[src/design/msbs_pkg.sv]
// Package for the motor stop / brake sequencer.
// Holds request and result structs, config struct, register indexes and phase codes.
// No dependencies.
package msbs_pkg;

    localparam int CFG_IDX_W  = 3;
    localparam int CFG_DATA_W = 32;
    localparam int TICK_W     = 17;
    localparam int SQ_TERM_W  = 31;
    localparam int SQ_W       = 32;

    localparam logic [CFG_IDX_W-1:0] CFG_BRAKE_STOP_ENABLE = 3'd0;
    localparam logic [CFG_IDX_W-1:0] CFG_OBSERVER_SELECT   = 3'd1;
    localparam logic [CFG_IDX_W-1:0] CFG_BRAKE_MIN_SPEED   = 3'd2;
    localparam logic [CFG_IDX_W-1:0] CFG_BRAKE_MIN_TICKS   = 3'd3;
    localparam logic [CFG_IDX_W-1:0] CFG_BRAKE_MAX_TICKS   = 3'd4;
    localparam logic [CFG_IDX_W-1:0] CFG_END_CURRENT_SQ    = 3'd5;

    localparam logic [1:0] OBS_ENCODER = 2'd0;
    localparam logic [1:0] OBS_SMO     = 2'd1;

    localparam logic [TICK_W-1:0] TICK_MAX = {TICK_W{1'b1}};

    typedef enum logic [1:0] {
        PH_INIT  = 2'd0,
        PH_BRAKE = 2'd1,
        PH_DONE  = 2'd2
    } t_phase;

    typedef enum logic [1:0] {
        SUB_ZERO_DRIVE = 2'd0,
        SUB_MIN_WAIT   = 2'd1,
        SUB_DECAY      = 2'd2
    } t_substep;

    typedef struct packed {
        logic               command;
        logic               startup_done;
        logic signed [15:0] speed_est;
        logic signed [15:0] current_alpha;
        logic signed [15:0] current_beta;
        logic        [15:0] angle_encoder;
        logic        [15:0] angle_smo;
        logic        [15:0] angle_flux;
    } t_in;

    typedef struct packed {
        logic [15:0] drive_angle;
        logic        disable_loops;
        logic        fast_stop;
        logic        zero_drive;
        logic        restart_current_loop;
        logic [1:0]  stop_phase;
        logic [1:0]  brake_substep;
    } t_out;

    typedef struct packed {
        logic               brake_stop_enable;
        logic [1:0]         observer_select;
        logic signed [15:0] brake_min_speed;
        logic [15:0]        brake_min_ticks;
        logic [15:0]        brake_max_ticks;
        logic [31:0]        end_current_sq;
    } t_cfg;

endpackage

[src/design/msbs_cfg.sv]
// Configuration register file for the motor stop / brake sequencer.
// Depends on msbs_pkg (t_cfg, register indexes).
module msbs_cfg (
    input  logic                                i_clk,
    input  logic                                i_rst_n,
    input  logic                                i_wr,
    input  logic [msbs_pkg::CFG_IDX_W-1:0]      i_index,
    input  logic [msbs_pkg::CFG_DATA_W-1:0]     i_data,
    output msbs_pkg::t_cfg                      o_cfg
);

    msbs_pkg::t_cfg r_cfg;

    always_ff @(posedge i_clk) begin
        if (!i_rst_n) begin
            r_cfg.brake_stop_enable <= 1'b0;
            r_cfg.observer_select   <= 2'd0;
            r_cfg.brake_min_speed   <= 16'sd0;
            r_cfg.brake_min_ticks   <= 16'd0;
            r_cfg.brake_max_ticks   <= 16'hFFFF;
            r_cfg.end_current_sq    <= 32'd0;
        end else if (i_wr) begin
            unique case (i_index)
                msbs_pkg::CFG_BRAKE_STOP_ENABLE: r_cfg.brake_stop_enable <= i_data[0];
                msbs_pkg::CFG_OBSERVER_SELECT:   r_cfg.observer_select   <= i_data[1:0];
                msbs_pkg::CFG_BRAKE_MIN_SPEED:   r_cfg.brake_min_speed   <= i_data[15:0];
                msbs_pkg::CFG_BRAKE_MIN_TICKS:   r_cfg.brake_min_ticks   <= i_data[15:0];
                msbs_pkg::CFG_BRAKE_MAX_TICKS:   r_cfg.brake_max_ticks   <= i_data[15:0];
                msbs_pkg::CFG_END_CURRENT_SQ:    r_cfg.end_current_sq    <= i_data;
                default: ; // unknown index: drop the write
            endcase
        end
    end

    assign o_cfg = r_cfg;

endmodule

[src/design/msbs_sq.sv]
// Input stage: registers the request and the two squared current terms.
// Depends on msbs_pkg (t_in, widths).
module msbs_sq (
    input  logic                                i_clk,
    input  logic                                i_rst_n,
    input  logic                                i_load,
    input  logic                                i_drain,
    input  msbs_pkg::t_in                       i_req,
    output logic                                o_valid,
    output msbs_pkg::t_in                       o_req,
    output logic [msbs_pkg::SQ_TERM_W-1:0]      o_sq_alpha,
    output logic [msbs_pkg::SQ_TERM_W-1:0]      o_sq_beta
);

    logic                              r_valid;
    msbs_pkg::t_in                     r_req;
    logic [msbs_pkg::SQ_TERM_W-1:0]    r_sq_alpha;
    logic [msbs_pkg::SQ_TERM_W-1:0]    r_sq_beta;
    logic signed [31:0]                n_sq_alpha;
    logic signed [31:0]                n_sq_beta;

    // squares of Q1.15 values are non-negative and at most 2^30
    assign n_sq_alpha = i_req.current_alpha * i_req.current_alpha;
    assign n_sq_beta  = i_req.current_beta * i_req.current_beta;

    always_ff @(posedge i_clk) begin
        if (!i_rst_n) begin
            r_valid <= 1'b0;
        end else if (i_load) begin
            r_valid <= 1'b1;
        end else if (i_drain) begin
            r_valid <= 1'b0;
        end
    end

    always_ff @(posedge i_clk) begin
        if (i_load) begin
            r_req      <= i_req;
            r_sq_alpha <= n_sq_alpha[msbs_pkg::SQ_TERM_W-1:0];
            r_sq_beta  <= n_sq_beta[msbs_pkg::SQ_TERM_W-1:0];
        end
    end

    assign o_valid    = r_valid;
    assign o_req      = r_req;
    assign o_sq_alpha = r_sq_alpha;
    assign o_sq_beta  = r_sq_beta;

endmodule

[src/design/msbs_core.sv]
// Stop sequencer state machine and result register.
// Depends on msbs_pkg (t_in, t_out, t_cfg, phase and substep enums).
module msbs_core (
    input  logic                                i_clk,
    input  logic                                i_rst_n,
    input  logic                                i_step,
    input  logic                                i_out_take,
    input  msbs_pkg::t_cfg                      i_cfg,
    input  msbs_pkg::t_in                       i_req,
    input  logic [msbs_pkg::SQ_TERM_W-1:0]      i_sq_alpha,
    input  logic [msbs_pkg::SQ_TERM_W-1:0]      i_sq_beta,
    output logic                                o_valid,
    output msbs_pkg::t_out                      o_res
);

    msbs_pkg::t_phase                r_phase;
    msbs_pkg::t_phase                n_phase;
    msbs_pkg::t_phase                cur_phase;
    msbs_pkg::t_substep              r_substep;
    msbs_pkg::t_substep              n_substep;
    logic [msbs_pkg::TICK_W-1:0]     r_tick;
    logic [msbs_pkg::TICK_W-1:0]     n_tick;
    logic [msbs_pkg::TICK_W-1:0]     tick_inc;
    logic [msbs_pkg::SQ_W-1:0]       sq_sum;
    logic                            r_valid;
    msbs_pkg::t_out                  r_res;
    msbs_pkg::t_out                  n_res;

    assign sq_sum   = {1'b0, i_sq_alpha} + {1'b0, i_sq_beta};
    assign tick_inc = (r_tick == msbs_pkg::TICK_MAX) ? r_tick : r_tick + 1'b1;

    always_comb begin
        n_phase   = r_phase;
        n_substep = r_substep;
        n_tick    = r_tick;
        n_res     = '0;

        unique case (i_cfg.observer_select)
            msbs_pkg::OBS_ENCODER: n_res.drive_angle = i_req.angle_encoder;
            msbs_pkg::OBS_SMO:     n_res.drive_angle = i_req.angle_smo;
            default:               n_res.drive_angle = i_req.angle_flux;
        endcase

        // begin-stop forces the initialize phase before stepping
        cur_phase = i_req.command ? msbs_pkg::PH_INIT : r_phase;
        n_phase   = cur_phase;

        if (!i_req.startup_done) begin
            n_res.disable_loops = 1'b1;
            n_res.fast_stop     = 1'b1;
            n_phase             = msbs_pkg::PH_DONE;
        end else begin
            unique case (cur_phase)
                msbs_pkg::PH_INIT: begin
                    n_tick = '0;
                    if (!i_cfg.brake_stop_enable) begin
                        n_res.fast_stop = 1'b1;
                        n_phase         = msbs_pkg::PH_DONE;
                    end else if (i_req.speed_est < i_cfg.brake_min_speed) begin
                        n_res.disable_loops = 1'b1;
                        n_res.fast_stop     = 1'b1;
                        n_phase             = msbs_pkg::PH_DONE;
                    end else begin
                        n_phase   = msbs_pkg::PH_BRAKE;
                        n_substep = msbs_pkg::SUB_ZERO_DRIVE;
                    end
                end
                msbs_pkg::PH_BRAKE: begin
                    unique case (r_substep)
                        msbs_pkg::SUB_ZERO_DRIVE: begin
                            n_res.disable_loops = 1'b1;
                            n_res.zero_drive    = 1'b1;
                            n_tick              = '0;
                            n_substep           = msbs_pkg::SUB_MIN_WAIT;
                        end
                        msbs_pkg::SUB_MIN_WAIT: begin
                            n_tick = tick_inc;
                            if (tick_inc > {1'b0, i_cfg.brake_min_ticks}) begin
                                n_tick    = '0;
                                n_substep = msbs_pkg::SUB_DECAY;
                            end
                        end
                        default: begin
                            n_tick = tick_inc;
                            if (sq_sum <= i_cfg.end_current_sq ||
                                tick_inc >= {1'b0, i_cfg.brake_max_ticks}) begin
                                n_res.restart_current_loop = 1'b1;
                                n_phase                    = msbs_pkg::PH_DONE;
                            end
                        end
                    endcase
                end
                default: begin
                    n_res.disable_loops = 1'b1;
                    n_res.fast_stop     = 1'b1;
                end
            endcase
        end

        n_res.stop_phase    = n_phase;
        n_res.brake_substep = n_substep;
    end

    always_ff @(posedge i_clk) begin
        if (!i_rst_n) begin
            r_phase   <= msbs_pkg::PH_DONE;
            r_substep <= msbs_pkg::SUB_ZERO_DRIVE;
            r_tick    <= '0;
            r_valid   <= 1'b0;
        end else begin
            if (i_step) begin
                r_phase   <= n_phase;
                r_substep <= n_substep;
                r_tick    <= n_tick;
                r_valid   <= 1'b1;
            end else if (i_out_take) begin
                r_valid   <= 1'b0;
            end
        end
    end

    always_ff @(posedge i_clk) begin
        if (i_step) begin
            r_res <= n_res;
        end
    end

    assign o_valid = r_valid;
    assign o_res   = r_res;

endmodule

[src/design/motor_stop_brake_sequencer_top.sv]
// Top level of the motor stop / brake sequencer.
// Depends on msbs_pkg, msbs_cfg, msbs_sq and msbs_core.
//
// Usage:
//   Request channel: i_in_valid / o_in_stall carry one control-tick request
//   (i_in). A request is taken at a clock edge with valid high and stall low.
//   Result channel: o_out_valid / i_out_stall carry one result per request
//   (o_out), taken at an edge with valid high and stall low.
//   Config channel: i_cfg_valid / o_cfg_ready with i_cfg_index and i_cfg_data;
//   ready is always high. Write only while no request is in flight.
// Timing:
//   Two register stages: the input stage registers the request and the two
//   squared current terms, the sequencer stage steps the state and registers
//   the result. One request per cycle is sustained while the result is not stalled.
// Reset (synchronous, active low): both stages empty, phase finished,
//   substep zero drive, tick counter zero, registers at their defaults.
// Stall: when the result is held, the result stage holds, the input stage
//   fills and then o_in_stall rises until the result is taken.
module motor_stop_brake_sequencer_top (
    input  logic                                i_clk,
    input  logic                                i_rst_n,
    input  logic                                i_in_valid,
    output logic                                o_in_stall,
    input  msbs_pkg::t_in                       i_in,
    output logic                                o_out_valid,
    input  logic                                i_out_stall,
    output msbs_pkg::t_out                      o_out,
    input  logic                                i_cfg_valid,
    output logic                                o_cfg_ready,
    input  logic [msbs_pkg::CFG_IDX_W-1:0]      i_cfg_index,
    input  logic [msbs_pkg::CFG_DATA_W-1:0]     i_cfg_data
);

    msbs_pkg::t_cfg                    cfg;
    msbs_pkg::t_in                     s1_req;
    logic [msbs_pkg::SQ_TERM_W-1:0]    s1_sq_alpha;
    logic [msbs_pkg::SQ_TERM_W-1:0]    s1_sq_beta;
    logic                              s1_valid;
    logic                              out_valid;
    logic                              out_free;
    logic                              step;
    logic                              in_take;

    // the result slot is free when empty or being taken this cycle
    assign out_free    = !out_valid || !i_out_stall;
    assign step        = s1_valid && out_free;
    // the input stage accepts when empty or when its request advances
    assign o_in_stall  = s1_valid && !out_free;
    assign in_take     = i_in_valid && !o_in_stall;
    assign o_cfg_ready = 1'b1;
    assign o_out_valid = out_valid;

    msbs_cfg u_cfg (
        .i_clk   (i_clk),
        .i_rst_n (i_rst_n),
        .i_wr    (i_cfg_valid),
        .i_index (i_cfg_index),
        .i_data  (i_cfg_data),
        .o_cfg   (cfg)
    );

    msbs_sq u_sq (
        .i_clk      (i_clk),
        .i_rst_n    (i_rst_n),
        .i_load     (in_take),
        .i_drain    (step),
        .i_req      (i_in),
        .o_valid    (s1_valid),
        .o_req      (s1_req),
        .o_sq_alpha (s1_sq_alpha),
        .o_sq_beta  (s1_sq_beta)
    );

    msbs_core u_core (
        .i_clk      (i_clk),
        .i_rst_n    (i_rst_n),
        .i_step     (step),
        .i_out_take (out_valid && !i_out_stall),
        .i_cfg      (cfg),
        .i_req      (s1_req),
        .i_sq_alpha (s1_sq_alpha),
        .i_sq_beta  (s1_sq_beta),
        .o_valid    (out_valid),
        .o_res      (o_out)
    );

endmodule
[config.mk]
export PLATFORM = sky130hd
export DESIGN_NAME = motor_stop_brake_sequencer_top
export DESIGN_NICKNAME = d
export VERILOG_FILES = /design/src/design/msbs_pkg.sv /design/src/design/msbs_cfg.sv /design/src/design/msbs_sq.sv /design/src/design/msbs_core.sv /design/src/design/motor_stop_brake_sequencer_top.sv
export SDC_FILE = /design/constraint.sdc
export NUM_CORES = 2
export LEC_CHECK = 0
export ABC_CLOCK_PERIOD_IN_PS = 6470
export BUFFER_PORTS_ARGS = -buffer_cell sky130_fd_sc_hd__buf_4
export CORE_MARGIN = 1
export CORE_UTILIZATION = 55
export DETAILED_ROUTE_END_ITERATION = 6
export HOLD_SLACK_MARGIN = 0.08
export PLACE_DENSITY_LB_ADDON = 0.25
export SLEW_MARGIN = 10
export SYNTH_ARGS = -nofsm -noshare
export SYNTH_HDL_FRONTEND = slang
export SYNTH_SLANG_ARGS = --single-unit
[constraint.sdc]
create_clock -name i_clk -period 6.47 [get_ports i_clk]
set_input_delay 0.647 -clock i_clk [delete_from_list [all_inputs] [get_ports i_clk]]
set_output_delay 0.647 -clock i_clk [all_outputs]
set_load 0.05 [all_outputs]
[Yosys cells after proc, flatten, opt, wreduce, memory -nomap -nowiden]
Index checks and enable logic that the tools add are counted.
Storage, ports and cells
  flip-flop bits (word level): 258
  bits in latches: 0
  memory bits (writable): 0
  ROM bits: 0
  word-level logic and storage cells: 101
  memories kept: 0
Operators by class
  $add $sub $neg: 2
  multipliers: 2
  div/mod/pow operators: 0
  $lt $le $gt $ge: 4
  equal/unequal tests: 9
  shifts and indexed selects: 0
  muxes and demuxes: 29
  bitwise logic cells: 2
  reductions and logical operators: 27
Operators with widths (count)
  one-hot mux 17 bit (2 select lines): 2
  multiplier 16 x 16 -> 31 bit: 2
  two-way mux 17 bit: 2
  adder 31 x 31 -> 32 bit: 1
  less-or-equal comparator 32 bit: 1
  one-hot mux 16 bit (2 select lines): 1
  two-way mux 2 bit: 11
  adder 17 x 1 -> 17 bit, second input constant: 1
  == test 17 bit, second input constant: 1
  >= comparator 17 x 16 -> 1 bit: 1
  greater-than comparator 17 x 16 -> 1 bit: 1
  less-than comparator 16 bit: 1
  AND reduction 2 bit: 7
  one-hot mux 2 bit (2 select lines): 3
  two-way mux 1 bit: 8
  == test 2 x 1 -> 1 bit, second input constant: 3
  == test 3 x 2 -> 1 bit, second input constant: 2
  == test 3 bit, second input constant: 2
  zero test 2 bit: 3
  nonzero test 2 bit: 3
  logical AND 1 bit: 4
  zero test 1 bit: 4
  one-hot mux 1 bit (2 select lines): 2
  OR reduction 4 bit: 1
  6 further kinds: 8

[Depth between registers and ports, before layout]
  depth in word-level cells: 8
  gate-level depth with buffers: 26
  depth with buffers taken out: 25

[By module]
Synthesis repeated with hierarchy kept, for this count alone.
Unflattened totals
  cells, all modules: 3182
  area, all modules: 31550.3 um^2
Modules (own cells, without submodules)
  msbs_sq: instances 1, cells each 2098, area an instance 22242.6 um^2, sequential area each 4704.5 um^2
  msbs_core: instances 1, cells each 752, area an instance 5977.0 um^2, sequential area each 1161.1 um^2
  msbs_cfg: instances 1, cells each 326, area an instance 3285.7 um^2, sequential area each 1661.6 um^2
  motor_stop_brake_sequencer_top: instances 1, cells each 6, area an instance 45.0 um^2, sequential area each 0.0 um^2

[Worst setup path before layout]
Ideal clock, no wire load.
  kind: input to register
  from: input port i_out_stall
  to: register u_sq.r_req (netlist bit u_sq.o_req[0]) (enable)
  setup time: 0.625 ns
  data arrival time: 6.602 ns
  path slack: -0.757 ns
  cell stages on the path: 2
  cells stage by stage: and3_1 > nor2b_1
On the way
  longest elaborated chain between the ends: 6
RTL lines
  from (decl): line motor_stop_brake_sequencer_top.sv:26  | input logic i_out_stall,
  zero test 1 bit: line motor_stop_brake_sequencer_top.sv:45  | assign out_free = !out_valid || !i_out_stall;
  logical OR 1 bit: line motor_stop_brake_sequencer_top.sv:45
  zero test 1 bit: line motor_stop_brake_sequencer_top.sv:48  | assign o_in_stall = s1_valid && !out_free;
  logical AND 1 bit: line motor_stop_brake_sequencer_top.sv:48
  zero test 1 bit: line motor_stop_brake_sequencer_top.sv:49  | assign in_take = i_in_valid && !o_in_stall;
  logical AND 1 bit: line motor_stop_brake_sequencer_top.sv:49
  named net in_take: line motor_stop_brake_sequencer_top.sv:42  | logic in_take;
  to (signal assigned): line msbs_sq.sv:38  | r_req <= i_req;
  to (decl): line msbs_sq.sv:16  | msbs_pkg::t_in r_req;
The timed path passes the listed nets, and every way through them passes these cells.
A chain may end at the register's enable or synchronous reset.

[Worst setup path in the final report]
  from: input port i_in[50] (netlist name)
  to: register u_sq.r_sq_beta (netlist bit u_sq.o_sq_beta[29]), data pin
On the way
  longest elaborated chain between the ends: 1
RTL lines
  from (decl): line motor_stop_brake_sequencer_top.sv:24  | input msbs_pkg::t_in i_in,
  multiplier 16 x 16 -> 31 bit: line msbs_sq.sv:24  | assign n_sq_beta = i_req.current_beta * i_req.current_beta;
  named net u_sq.n_sq_beta[29]: line msbs_sq.sv:20  | logic signed [31:0] n_sq_beta;
  to (signal assigned): line msbs_sq.sv:40  | r_sq_beta <= n_sq_beta[msbs_pkg::SQ_TERM_W-1:0];
  to (decl): line msbs_sq.sv:18  | logic [msbs_pkg::SQ_TERM_W-1:0] r_sq_beta;
The timed path passes the listed nets, and every way through them passes these cells.

==> impl_metrics.tcl <==
set metrics [dict create \
    synth-edff-count 150 \
    final_cell_mix "inv_1 (732), fa_1 (459), nand2_1 (353)" \
    drv_cap 0 \
    cts_num_sinks 256 \
    syn_to_final_growth_pct 12.0 \
    core-area_sq_um 53100 \
    grt_max_degree 80 \
    hold_viol 0 \
    h-tree-depth 1 \
    drv_slew 0 \
    cts_tree "done" \
    timing.hold.ws_ns 0.236 \
    clock_path_buffers 3 \
    synth_cell_type_count 74 \
    cp-end-kind "flip-flop" \
    io_pins 165 \
    holdCritPathClass "input pin to flip-flop" \
    cts-resized-gates 0 \
    grt_pass1_vias 23500 \
    relSlewSlack 0.177 \
    wl_per_cell_um 16.1 \
    synthSimpleGateAreaFrac 0.107 \
    highest_layer "met4" \
    die_x_um 235 \
    rsz0062_at_grt "no" \
    outcome "complete, no violations" \
    hold_path_depth 1 \
    synth-compound-area-share 0.0933 \
    tightest_slew_ns 1.23 \
    place_ws_ns -0.101 \
    crit_fanout 8 \
    dr.pass1.iters 6 \
    diodes 0 \
    synth_top_family_by_area "adder cells" \
    drc_errors 0 \
    cts_buffers 30 \
    synth_xor_area_frac 0.0379 \
    wl_met1_um 26400 \
    clock_latency_ns 0.58 \
    cp.arrival_ns 6.33 \
    fin_skew_ns 0.0279 \
    clk_pin_slew_ns 0.06 \
    synth_ff_type "edfxtp_1" \
    ys_ff_latch 256 \
    via_count 21500 \
    via_per_inst 5.31 \
    yosysSeqAreaShare 0.222 \
    wl_met3_um 3070 \
    drive_above_1_share 0.109 \
    grt_first_pass_wirelength_um 111000 \
    cts_hold_buf 0 \
    final.setup.worst_slack_ns 0.445 \
    wl_met2_um 33800 \
    cts_setup_buffers 0 \
    place.gp.congestion 0.933 \
    syn_area_sq_um 29800 \
    crit_type "input pin to flip-flop" \
    worst-r2r-cell-count 20 \
    wl_um 65000 \
    portBuffers 163 \
    worst_setup_path_start_kind "input pin" \
    syn-instance-count 3111 \
    drtAntennaViolNets 0 \
    synth_adder_area_share 0.428 \
    placementRows 84 \
    drtIter0Drc 1046 \
    final_common_cell "inv_1" \
    ys_warn_count 0 \
    dp_hpwl_um 54700 \
    root_buffer "clkbuf_16" \
    initial_core_util 0.561 \
    synth_area_per_cell_sq_um 9.58 \
    synth_nets 3992 \
    period_share 0.931 \
    nets 4215 \
    overflow 0 \
    required_ns 6.78 \
    die_h_um 235 \
    period_needed_ns 6.03 \
    grt_util_all_layers 0.245 \
    die_area_sq_um 55100 \
    max_freq_ghz 0.166 \
    antenna_found_initial 0 \
    setup_viol 0 \
    async_flop_share 0 \
    yosys-mux-area-fraction 0.00748 \
]
==> kinds of logic (layout without fill, tap and decap cells) <==
logic type                 after synthesis  after routing
xor gates and xnor gates               129            129
and+or+nand+nor                        708            708
adders and majority gates              743            743
muxes                                   22             22
DFF                                    256            256
buffers and inverters                  819           1066
other                                    1              1
AOI/OAI and AO/OA                      433            433
==> registers in the layout, indices dropped and copies added (netlist names) <==
signal / count
u_core.o_valid: 1
u_sq.o_sq_alpha: 30
u_core.r_phase: 2
u_core.r_substep: 2
u_core.r_tick: 17
u_sq.o_valid: 1
u_cfg.o_cfg: 83
u_core.o_res: 24
u_sq.o_sq_beta: 30
u_sq.o_req: 66
==> synth_stat cells, types with 10 or more instances <==
cell type / count / area share
mux2i_1: 20 / 0.0067
nor2_1: 131 / 0.017
nand4_1: 20 / 0.0042
xor2_1: 31 / 0.0091
nor2b_1: 19 / 0.0040
nand3_1: 30 / 0.0050
and3_1: 14 / 0.0029
dfxtp_1: 106 / 0.071
o21ai_0: 63 / 0.011
a21oi_1: 167 / 0.028
o211ai_1: 20 / 0.0050
o21bai_1: 18 / 0.0045
a211oi_1: 10 / 0.0025
a21o_1: 69 / 0.017
nor3_1: 15 / 0.0025
and2_1: 76 / 0.016
fa_1: 460 / 0.31
edfxtp_1: 150 / 0.15
inv_1: 734 / 0.092
clkbuf_1: 79 / 0.010
nand2_1: 353 / 0.044
nand2b_1: 26 / 0.0055
o21a_1: 12 / 0.0030
xnor2_1: 98 / 0.029
ha_1: 283 / 0.12
==> final timing paths <==
| kind | slack (ns) | to | from |
|---|---|---|---|
| setup reg to reg | 1.10 | u_core.o_res[3] | u_sq.o_sq_alpha[3] |
| hold / removal | 0.24 | u_sq.o_req[41] | i_in[41] |
| setup / recovery | 0.44 | u_sq.o_sq_beta[29] | i_in[50] |
| hold reg to reg | 0.45 | u_cfg.o_cfg[68] | u_cfg.o_cfg[68] |
==> area by class of cell <==
type / count / area [sq um]
inverter: 737 / 2770
clock inverter: 16 / 141
multi-input combinational: 2036 / 20100
clock buffer: 40 / 818
sequential: 256 / 6630
tap: 688 / 861
fill: 4415 / 19700
timing repair buffer: 273 / 2060
==> worst max-delay path, cell delays in order <==
cell and delay [ns]:
buf_4 0.15, and2_1 0.19, fa_1 0.52, inv_1 0.06, fa_1 0.57, fa_1 0.46
fa_1 0.55, inv_1 0.05, fa_1 0.50, fa_1 0.43, ha_1 0.34, a21oi_1 0.17
a21boi_0 0.12, or2_2 0.32, a22o_1 0.20, a21o_1 0.21, a211oi_1 0.29, o21bai_1 0.13
a21o_1 0.18, a21oi_1 0.17, xnor2_1 0.08
==> stage by stage <==
| stage | area [sq um] | util | std cells | setup TNS [ns] |
|---|---|---|---|---|
| global placement | 32400 | 0.611 | 3990 | -0.00517 |
| CTS | 33400 | 0.629 | 4046 | 0 |
| global route | 33400 | 0.629 | 4046 | 0 |
| finish | 33400 | 0.629 | 4046 | 0 |
| floorplan | 29800 | - | 3111 | 0 |
| detailed placement | 32400 | 0.611 | 3990 | -0.215 |
==> layer usage <==
layer  up-vias  track usage
met5         -            0
met4         0       0.0666
met3       115       0.0282
met2       516        0.452
met1     10700        0.303
li1      10100            -
Power is left out: the tool's default activity adds up to more than one toggle a clock period on the data nets, which glitch-free logic cannot reach.
